## config.mk

```make
export PLATFORM = sky130hd
export DESIGN_NAME = line_substring_occurrence_counter
export DESIGN_NICKNAME = d
export VERILOG_FILES = /design/src/rtl/lsoc_pkg.sv /design/src/rtl/line_substring_occurrence_counter.sv /design/src/rtl/lsoc_fifo.sv /design/src/rtl/lsoc_front.sv /design/src/rtl/lsoc_back.sv
export VERILOG_INCLUDE_DIRS = /design/src /design/src/rtl
export SDC_FILE = /design/constraint.sdc
export NUM_CORES = 2
export LEC_CHECK = 0
export ABC_AREA = 1
export BUFFER_PORTS_ARGS = -buffer_cell sky130_fd_sc_hd__buf_2
export CAP_MARGIN = 30
export CELL_PAD_IN_SITES_DETAIL_PLACEMENT = 1
export CELL_PAD_IN_SITES_GLOBAL_PLACEMENT = 1
export CORE_MARGIN = 2
export CORE_UTILIZATION = 50
export CTS_CLUSTER_DIAMETER = 60
export DETAILED_ROUTE_END_ITERATION = 16
export PLACE_DENSITY_LB_ADDON = 0.2
export REMOVE_ABC_BUFFERS = 1
export SYNTH_ARGS = -nofsm -noshare
export SYNTH_HDL_FRONTEND = slang
export SYNTH_SLANG_ARGS = --single-unit
```

## constraint.sdc

```tcl
create_clock -name clk -period 31.9 [get_ports clk]
set_clock_uncertainty 0.1 [all_clocks]
set_input_delay 6.38 -clock clk [delete_from_list [all_inputs] [get_ports clk]]
set_output_delay 6.38 -clock clk [all_outputs]
set_load 0.01 [all_outputs]
```

## src/rtl/line_substring_occurrence_counter_defines.svh

```systemverilog
// ---------------------------------------------------------------------------
// Assertion macros for the line substring occurrence counter
// Shared property templates used by the top-level checks.
// ---------------------------------------------------------------------------
`ifndef LINE_SUBSTRING_OCCURRENCE_COUNTER_DEFINES_SVH
`define LINE_SUBSTRING_OCCURRENCE_COUNTER_DEFINES_SVH

// Same-cycle implication, disabled during reset.
`define LSOC_ASSERT_IMP(lbl, clock, resetn, ante, cons, msg) \
    lbl: assert property (@(posedge clock) disable iff (!resetn) (ante) |-> (cons)) \
        else $error(msg);

// Next-cycle implication, disabled during reset.
`define LSOC_ASSERT_NXT(lbl, clock, resetn, ante, cons, msg) \
    lbl: assert property (@(posedge clock) disable iff (!resetn) (ante) |=> (cons)) \
        else $error(msg);

`endif

```

## src/rtl/lsoc_pkg.sv

```systemverilog
// ---------------------------------------------------------------------------
// lsoc_pkg
// Types and constants shared by the substring counter modules.
// ---------------------------------------------------------------------------
package lsoc_pkg;

    localparam int MAX_PATTERN_DEF = 32;
    localparam int PAT_BYTES       = 32;
    localparam int LEN_W           = 6;
    localparam int CFG_IDX_W       = 3;
    localparam int CFG_DATA_W      = 64;
    localparam int TOK_DEPTH       = 2;
    localparam int RES_DEPTH       = 2;

    localparam logic [7:0] NEWLINE = 8'd10;

    localparam logic [CFG_IDX_W-1:0] REG_PATTERN_LENGTH  = 3'd0;
    localparam logic [CFG_IDX_W-1:0] REG_PATTERN_BYTES_0 = 3'd1;
    localparam logic [CFG_IDX_W-1:0] REG_PATTERN_BYTES_1 = 3'd2;
    localparam logic [CFG_IDX_W-1:0] REG_PATTERN_BYTES_2 = 3'd3;
    localparam logic [CFG_IDX_W-1:0] REG_PATTERN_BYTES_3 = 3'd4;

    typedef struct packed {
        logic [7:0] text_byte;
        logic       end_of_text;
    } in_t;

    typedef struct packed {
        logic [31:0] line_number;
        logic [15:0] occurrences;
        logic        done_res;
        logic        found_none;
    } out_t;

    typedef struct packed {
        logic [LEN_W-1:0]       pattern_length;
        logic [PAT_BYTES*8-1:0] pattern;
    } cfg_t;

    // Classified request passed from the front end to the back end
    typedef struct packed {
        logic matched;
        logic newline;
        logic closing;
        logic has_bytes;
    } tok_t;

endpackage

```

## src/rtl/line_substring_occurrence_counter.sv

```systemverilog
// Throughput: one text byte per clock, sustained, as long as results are popped.
// Path: a result becomes visible (empty low) once its byte has been written
//   into the request queue and then, through the counter stage, into the result queue.
// Reset (rst_n low, asynchronous): pattern registers, counters and both
//   queues clear at once; no clearing pass, the block takes bytes right after.
// ---------------------------------------------------------------------------
// line_substring_occurrence_counter
// Counts leftmost non-overlapping pattern matches per newline-ended line.
// ---------------------------------------------------------------------------
`include "line_substring_occurrence_counter_defines.svh"

module line_substring_occurrence_counter #(
    parameter int MAX_PATTERN = lsoc_pkg::MAX_PATTERN_DEF
) (
    input  logic                                 clk,
    input  logic                                 rst_n,
    // Text side
    input  logic                                 push,
    output logic                                 full,
    input  lsoc_pkg::in_t                        item,
    // Result side
    output logic                                 empty,
    input  logic                                 pop,
    output lsoc_pkg::out_t                       result,
    // Configuration writes
    input  logic                                 cfg_we,
    input  logic [lsoc_pkg::CFG_IDX_W-1:0]       cfg_index,
    input  logic [lsoc_pkg::CFG_DATA_W-1:0]      cfg_data
);
    import lsoc_pkg::*;

    // Pattern registers
    logic [LEN_W-1:0] pattern_length_reg;
    logic [63:0]      pattern_bytes_reg [4];
    cfg_t             cfg;

    // Front-to-back request queue
    logic             accept;
    tok_t             front_tok;
    tok_t             back_tok;
    logic             tok_empty;
    logic             tok_pop;

    // Back-to-result queue
    logic             res_full;
    logic             res_push;
    out_t             back_res;

    assign cfg.pattern_length = pattern_length_reg;
    assign cfg.pattern = {pattern_bytes_reg[3], pattern_bytes_reg[2],
                          pattern_bytes_reg[1], pattern_bytes_reg[0]};

    // Write the addressed register; drop writes to unused indexes
    always_ff @(posedge clk or negedge rst_n)
    begin
        if (!rst_n)
        begin
            pattern_length_reg <= '0;
            for (int i = 0; i < 4; i++)
                pattern_bytes_reg[i] <= '0;
        end
        else if (cfg_we)
        begin
            case (cfg_index)
                REG_PATTERN_LENGTH:  pattern_length_reg   <= cfg_data[LEN_W-1:0];
                REG_PATTERN_BYTES_0: pattern_bytes_reg[0] <= cfg_data;
                REG_PATTERN_BYTES_1: pattern_bytes_reg[1] <= cfg_data;
                REG_PATTERN_BYTES_2: pattern_bytes_reg[2] <= cfg_data;
                REG_PATTERN_BYTES_3: pattern_bytes_reg[3] <= cfg_data;
                default: ;
            endcase
        end
    end

    // A byte is taken whenever the request queue has room
    assign accept = push && !full;

    // Front end: window shift, parallel compare, skip after a match
    lsoc_front #(
        .MAX_PATTERN (MAX_PATTERN)
    ) u_front (
        .clk    (clk),
        .rst_n  (rst_n),
        .cfg    (cfg),
        .accept (accept),
        .item   (item),
        .tok    (front_tok)
    );

    // Hold classified requests so the back end may stall on its own
    lsoc_fifo #(
        .WIDTH ($bits(tok_t)),
        .DEPTH (TOK_DEPTH)
    ) u_tok_q (
        .clk   (clk),
        .rst_n (rst_n),
        .push  (push),
        .din   (front_tok),
        .full  (full),
        .pop   (tok_pop),
        .dout  (back_tok),
        .empty (tok_empty)
    );

    // Back end: line and match counting, result building
    lsoc_back u_back (
        .clk       (clk),
        .rst_n     (rst_n),
        .tok_valid (!tok_empty),
        .tok       (back_tok),
        .tok_pop   (tok_pop),
        .res_full  (res_full),
        .res_push  (res_push),
        .res       (back_res)
    );

    // Result queue: the consumer may stall while new bytes keep coming
    lsoc_fifo #(
        .WIDTH ($bits(out_t)),
        .DEPTH (RES_DEPTH)
    ) u_res_q (
        .clk   (clk),
        .rst_n (rst_n),
        .push  (res_push),
        .din   (back_res),
        .full  (res_full),
        .pop   (pop),
        .dout  (result),
        .empty (empty)
    );

    // Per-line results are only emitted for lines that matched
    `LSOC_ASSERT_IMP(a_line_nonzero, clk, rst_n, !empty && !result.done_res,
        result.occurrences != 16'd0 && result.line_number != 32'd0,
        "per-line result without matches or line number")

    // found_none belongs to the closing result only
    `LSOC_ASSERT_IMP(a_none_on_done, clk, rst_n, !empty && result.found_none,
        result.done_res, "found_none set on a per-line result")

    // A closing request always leaves a result behind it
    `LSOC_ASSERT_NXT(a_close_emits, clk, rst_n, tok_pop && back_tok.closing,
        !empty, "closing request produced no result")

endmodule

```

## src/rtl/lsoc_fifo.sv

```systemverilog
// ---------------------------------------------------------------------------
// lsoc_fifo
// Small register queue with push/full and pop/empty sides.
// ---------------------------------------------------------------------------
module lsoc_fifo #(
    parameter int WIDTH = 8,
    parameter int DEPTH = 2
) (
    input  logic             clk,
    input  logic             rst_n,
    input  logic             push,
    input  logic [WIDTH-1:0] din,
    output logic             full,
    input  logic             pop,
    output logic [WIDTH-1:0] dout,
    output logic             empty
);
    localparam int PTR_W = (DEPTH > 1) ? $clog2(DEPTH) : 1;

    logic [WIDTH-1:0] mem_reg [DEPTH];
    logic [PTR_W:0]   wr_ptr_reg;
    logic [PTR_W:0]   rd_ptr_reg;
    logic             do_push;
    logic             do_pop;

    assign full  = (wr_ptr_reg[PTR_W] != rd_ptr_reg[PTR_W]) &&
                   (wr_ptr_reg[PTR_W-1:0] == rd_ptr_reg[PTR_W-1:0]);
    assign empty = (wr_ptr_reg == rd_ptr_reg);
    assign do_push = push && !full;
    assign do_pop  = pop && !empty;
    assign dout    = mem_reg[rd_ptr_reg[PTR_W-1:0]];

    always_ff @(posedge clk or negedge rst_n)
    begin
        if (!rst_n)
        begin
            wr_ptr_reg <= '0;
            rd_ptr_reg <= '0;
        end
        else
        begin
            if (do_push)
                wr_ptr_reg <= wr_ptr_reg + 1'b1;
            if (do_pop)
                rd_ptr_reg <= rd_ptr_reg + 1'b1;
        end
    end

    always_ff @(posedge clk)
    begin
        if (do_push)
            mem_reg[wr_ptr_reg[PTR_W-1:0]] <= din;
    end

endmodule

```

## src/rtl/lsoc_front.sv

```systemverilog
// ---------------------------------------------------------------------------
// lsoc_front
// Byte window, parallel pattern compare and match-skip tracking.
// ---------------------------------------------------------------------------
module lsoc_front #(
    parameter int MAX_PATTERN = lsoc_pkg::MAX_PATTERN_DEF
) (
    input  logic           clk,
    input  logic           rst_n,
    input  lsoc_pkg::cfg_t cfg,
    input  logic           accept,
    input  lsoc_pkg::in_t  item,
    output lsoc_pkg::tok_t tok
);
    import lsoc_pkg::*;

    localparam int CNT_W  = $clog2(MAX_PATTERN + 1);
    localparam int SKIP_W = (MAX_PATTERN > 1) ? $clog2(MAX_PATTERN) : 1;

    logic [7:0]        win_reg  [MAX_PATTERN];
    logic [7:0]        win_next [MAX_PATTERN];
    logic [CNT_W-1:0]  bil_reg;
    logic [CNT_W-1:0]  bil_next;
    logic [SKIP_W-1:0] skip_reg;
    logic [SKIP_W-1:0] skip_next;
    logic [LEN_W-1:0]  eff_len;
    logic [MAX_PATTERN-1:0] lane_ok;
    logic              window_hit;
    logic              hit;
    logic              is_newline;

    assign eff_len = (cfg.pattern_length > LEN_W'(MAX_PATTERN)) ?
                     LEN_W'(MAX_PATTERN) : cfg.pattern_length;

    // Shift the new byte in at the newest end
    assign win_next[0] = item.text_byte;
    for (genvar j = 1; j < MAX_PATTERN; j++)
    begin : g_shift
        assign win_next[j] = win_reg[j-1];
    end

    assign bil_next = (bil_reg < CNT_W'(MAX_PATTERN)) ? bil_reg + 1'b1 : bil_reg;

    // Lane j compares window byte j with pattern byte (len - 1 - j)
    for (genvar j = 0; j < MAX_PATTERN; j++)
    begin : g_lane
        logic [LEN_W-1:0] pidx;
        assign pidx = eff_len - LEN_W'(1) - LEN_W'(j);
        assign lane_ok[j] = (LEN_W'(j) >= eff_len) ||
                            (win_next[j] == cfg.pattern[{pidx[4:0], 3'b000} +: 8]);
    end

    assign window_hit = (&lane_ok) && (eff_len != '0) && (LEN_W'(bil_next) >= eff_len);
    assign hit        = (skip_reg == '0) && window_hit;
    assign is_newline = (item.text_byte == NEWLINE);

    always_comb
    begin
        if (skip_reg != '0)
            skip_next = skip_reg - 1'b1;
        else if (window_hit)
            skip_next = SKIP_W'(eff_len - LEN_W'(1));
        else
            skip_next = '0;
    end

    assign tok.matched   = !item.end_of_text && hit;
    assign tok.newline   = !item.end_of_text && is_newline;
    assign tok.closing   = item.end_of_text;
    assign tok.has_bytes = (bil_reg != '0);

    always_ff @(posedge clk or negedge rst_n)
    begin
        if (!rst_n)
        begin
            bil_reg  <= '0;
            skip_reg <= '0;
        end
        else if (accept)
        begin
            if (item.end_of_text || is_newline)
            begin
                bil_reg  <= '0;
                skip_reg <= '0;
            end
            else
            begin
                bil_reg  <= bil_next;
                skip_reg <= skip_next;
            end
        end
    end

    // Stale window bytes are masked by the line byte count
    always_ff @(posedge clk)
    begin
        if (accept && !item.end_of_text)
            win_reg <= win_next;
    end

endmodule

```

## src/rtl/lsoc_back.sv

```systemverilog
// ---------------------------------------------------------------------------
// lsoc_back
// Line and match counters; builds per-line and closing results.
// ---------------------------------------------------------------------------
module lsoc_back (
    input  logic           clk,
    input  logic           rst_n,
    input  logic           tok_valid,
    input  lsoc_pkg::tok_t tok,
    output logic           tok_pop,
    input  logic           res_full,
    output logic           res_push,
    output lsoc_pkg::out_t res
);
    import lsoc_pkg::*;

    logic [15:0] lm_reg;
    logic [15:0] lm_inc;
    logic [31:0] line_reg;
    logic [31:0] line_inc;
    logic        any_reg;

    assign tok_pop  = tok_valid && !res_full;
    assign lm_inc   = (tok.matched && lm_reg != 16'hFFFF) ? lm_reg + 16'd1 : lm_reg;
    assign line_inc = (line_reg == 32'hFFFF_FFFF) ? line_reg : line_reg + 32'd1;

    always_comb
    begin
        res      = '0;
        res_push = 1'b0;
        if (tok.closing)
        begin
            res.line_number = tok.has_bytes ? line_inc : line_reg;
            res.occurrences = tok.has_bytes ? lm_reg : 16'd0;
            res.done_res    = 1'b1;
            res.found_none  = !any_reg;
            res_push        = tok_pop;
        end
        else
        begin
            res.line_number = line_inc;
            res.occurrences = lm_inc;
            res_push        = tok_pop && tok.newline && (lm_inc != 16'd0);
        end
    end

    always_ff @(posedge clk or negedge rst_n)
    begin
        if (!rst_n)
        begin
            lm_reg   <= '0;
            line_reg <= '0;
            any_reg  <= 1'b0;
        end
        else if (tok_pop)
        begin
            if (tok.closing)
            begin
                lm_reg   <= '0;
                line_reg <= '0;
                any_reg  <= 1'b0;
            end
            else if (tok.newline)
            begin
                lm_reg   <= '0;
                line_reg <= line_inc;
                any_reg  <= any_reg | tok.matched;
            end
            else
            begin
                lm_reg  <= lm_inc;
                any_reg <= any_reg | tok.matched;
            end
        end
    end

endmodule

```

==> results.yml <==
status:
  status: "complete, no violations"
routing:
  drtAntennaViolNets: 0
  drcViolationCount: 0
  wire_per_inst_um: 26.0
  vias: 56200
  first_pass_iters: 6
  via_per_inst: 6.21
  wirelength_mm: 236
  drt-initial-drc-count: 6873
cts:
  cts_htree_levels: 3
  clock_path_buffers: 3
  cts-root-buf: "clkbuf_16"
  postCtsSetupRepairBufs: 0
  cts_tree: "yes"
  cts_resized: 0
  clock-sinks: 686
  ctsHoldBuffers: 0
  numCtsBuffers: 93
  insertion_delay_ns: 0.72
  clk_pin_slew_ns: 0.06
power:
  pwr-share-comb_pct: 62.0
  power_density_nw_per_um2: 120
  power.share.clock_pct: 17.0
  p_int_w: 0.00278
  power.switching_w: 0.00373
  leakage_nw: 27.2
  seqPwrFrac_pct: 21.0
  ir_worst_vdd_mv: 0.0661
  swShare_pct: 57.3
grt:
  antenna_found_initial: 8
  gr-total-overflow: 0
  grt_use_total_pct: 45.0
  grt_pass1_vias: 55200
  grt_max_degree: 173
  grt_pass1_wl_mm: 344
floorplan:
  dieHeight_um: 320
  ios: 133
  core.rowCount: 116
  core_um2: 99600
  fp.dieArea_um2: 103000
  initial_core_util_pct: 50.2
  fp.dieW_um: 320
critical_path:
  reg2reg_slack_ns: 24.00
  crit_required_ns: 25.42
  reg2reg_to: "u_front.skip_reg[2]"
  startpoint_type: "flop"
  cp_data_arrival_time_ns: 2.09
  end_kind: "output port"
  path_class: "reg -> out"
  path_max_fanout: 51
  reg2reg_from: "pattern_length_reg[1]"
  r2r_cells: 29
flow_run:
  cap_violations: 0
yosys:
  ys_top_cells_by_area: "nand2_1 26%, edfxtp_1 21%, dfrtp_1 17%"
  synth_compound_area_share_pct: 8.93
  synthCells: 7774
  synth-simple-area-share_pct: 42.8
  ys.flop_type: "edfxtp_1"
  synth_cell_types: 50
  synth_seq_area_share_pct: 37.9
  synth-seq-cells: 686
  synth_area_leader_cell: "nand2_1"
  synth_common_cells: "3512 x nand2_1, 1162 x nand3_1, 614 x inv_1"
  synth_top_family_by_area: "simple AND/OR/NAND/NOR gates"
  netlist_area_um2: 50000
  yosys.cell_count.top_type: "nand2_1"
  syn_avg_cell_area_um2: 6.43
  synthAdderAreaFrac_pct: 0.550
  synth_top_area_share_pct: 26.4
  synthArstFlopShare_pct: 48.1
  synth_edf_count: 356
  yosysWarnings: 0
  synth_xor_area_share_pct: 1.19
  synth_mux_area_share_pct: 0.0200
placement:
  hpwl_mm: 168
  io_buffers: 132
  gp_congestion: 1.08
worst_hold_path:
  whs_endpoint: "u_front.win_next[16]"
  hold_depth: 0
  hp-class: "reg -> reg"
  hp-start: "u_front.win_next[24]"
sta:
  tightest_slew_ns: 1.19
  setup_tns_ns: 0
  slew_violations: 0
  rsz0062_at_grt: "no"
  fin_crit_ns: 8.57
  finalCritPeriodShare_pct: 26.9
  hold_ws_ns: 0.361
  max_clock_freq_mhz: 117
  relSlewSlack_pct: 20.9
  hold_violations: 0
  setup_viol: 0
finish:
  final_nets: 7770
  largest_reg_flops: 256
  synthToLayoutAreaGrowth_pct: 8.76
  drive_gt1_share_pct: 5.80
-- critical path, stage by stage, from the launching register on --
cell     delay (ns)
dfrtp_1        0.35
buf_4          0.46
xor2_1         0.31
nor2_1         0.09
buf_2          0.16
-- cell type report --
type                            count  area [µm²]
Sequential cell                   686       19000
Antenna cell                        1        2.50
Tap cell                         1298        1620
Timing Repair Buffer              208        1390
Fill cell                       13500       45200
Clock inverter                     59         699
Inverter                          632        2380
Multi-Input combinational cell   6046       26900
Clock buffer                      114        2490
-- layer usage --
layer / track usage (%) / part of all wire, %
met5: 0 / 0.027
met4: 29.0 / 7.7
met3: 10.7 / 10
met2: 70.1 / 44
met1: 56.1 / 38
-- logic make-up (layout without fill, tap and decap cells) --
group	Yosys count	after routing
xor gates and xnor gates	68	68
buffers and inverters	1042	1013
adders and majority gates	22	22
muxes	1	1
AOI/OAI and AO/OA	867	867
and+or+nand+nor	5088	5088
other	0	1
DFF	686	686
-- power by group through the flow --
stage	combinational (W)	sequential, W	clock (W)
6_report	0.00404	0.00137	0.00111
5_1_grt	0.00425	0.00138	0.00114
4_1_cts	0.00383	0.00136	0.00111
3_5_place_dp	0.00378	0.00137	0
3_3_place_gp	0.00363	0.00135	0
2_1_floorplan	0.00223	0.00135	0
-- worst max path at each step --
| stage | from | cells after the start | endpoint |
|---|---|---|---|
| finish | u_res_q.rd_ptr_reg[0] | 4 | empty |
| global route | u_res_q.rd_ptr_reg[0] | 5 | result[14] |
| global placement | rst_n | 4 | cfg[128] |
| detailed placement | rst_n | 4 | cfg[0] |
| floorplan | push | 6 | u_front.skip_reg[2] |
| CTS | rst_n | 4 | cfg[224] |
-- layout by cell type, fill, tap and decap left out, drive strengths merged, types with 2 or more instances in the layout --
| master | count |
|---|---|
| clkbuf | 114 |
| ha | 22 |
| a221o | 2 |
| nand2 | 3553 |
| and2 | 5 |
| o22ai | 40 |
| clkinvlp | 6 |
| clkinv | 36 |
| a211oi | 2 |
| edfxtp | 356 |
| inv | 639 |
| nand3b | 116 |
| nor2 | 167 |
| buf | 208 |
| a21oi | 24 |
| o21ai | 780 |
| xor2 | 57 |
| o21a | 6 |
| a21boi | 2 |
| a21o | 3 |
| nand4 | 32 |
| o211ai | 2 |
| nand3 | 1168 |
| nor4 | 10 |
| or2 | 7 |
| xnor2 | 11 |
| nor3b | 2 |
| nor3 | 28 |
| dfrtp | 330 |
| bufinv | 10 |
| o32ai | 2 |
-- per-stage QoR --
| stage | cell area, µm² | power (W) | setup WS (ns) | instances | utilization, % |
|---|---|---|---|---|---|
| floorplan | 48100 | 0.00358 | 13.07 | 7364 | - |
| global placement | 51000 | 0.00498 | 22.50 | 8861 | 51.2 |
| detailed placement | 51000 | 0.00515 | 22.38 | 8863 | 51.3 |
| CTS | 54200 | 0.00629 | 23.10 | 9036 | 54.5 |
| global route | 54400 | 0.00677 | 23.25 | 9043 | 54.6 |
| finish | 54400 | 0.00651 | 23.33 | 9044 | 54.6 |
Power figures use the tool's default switching activity.
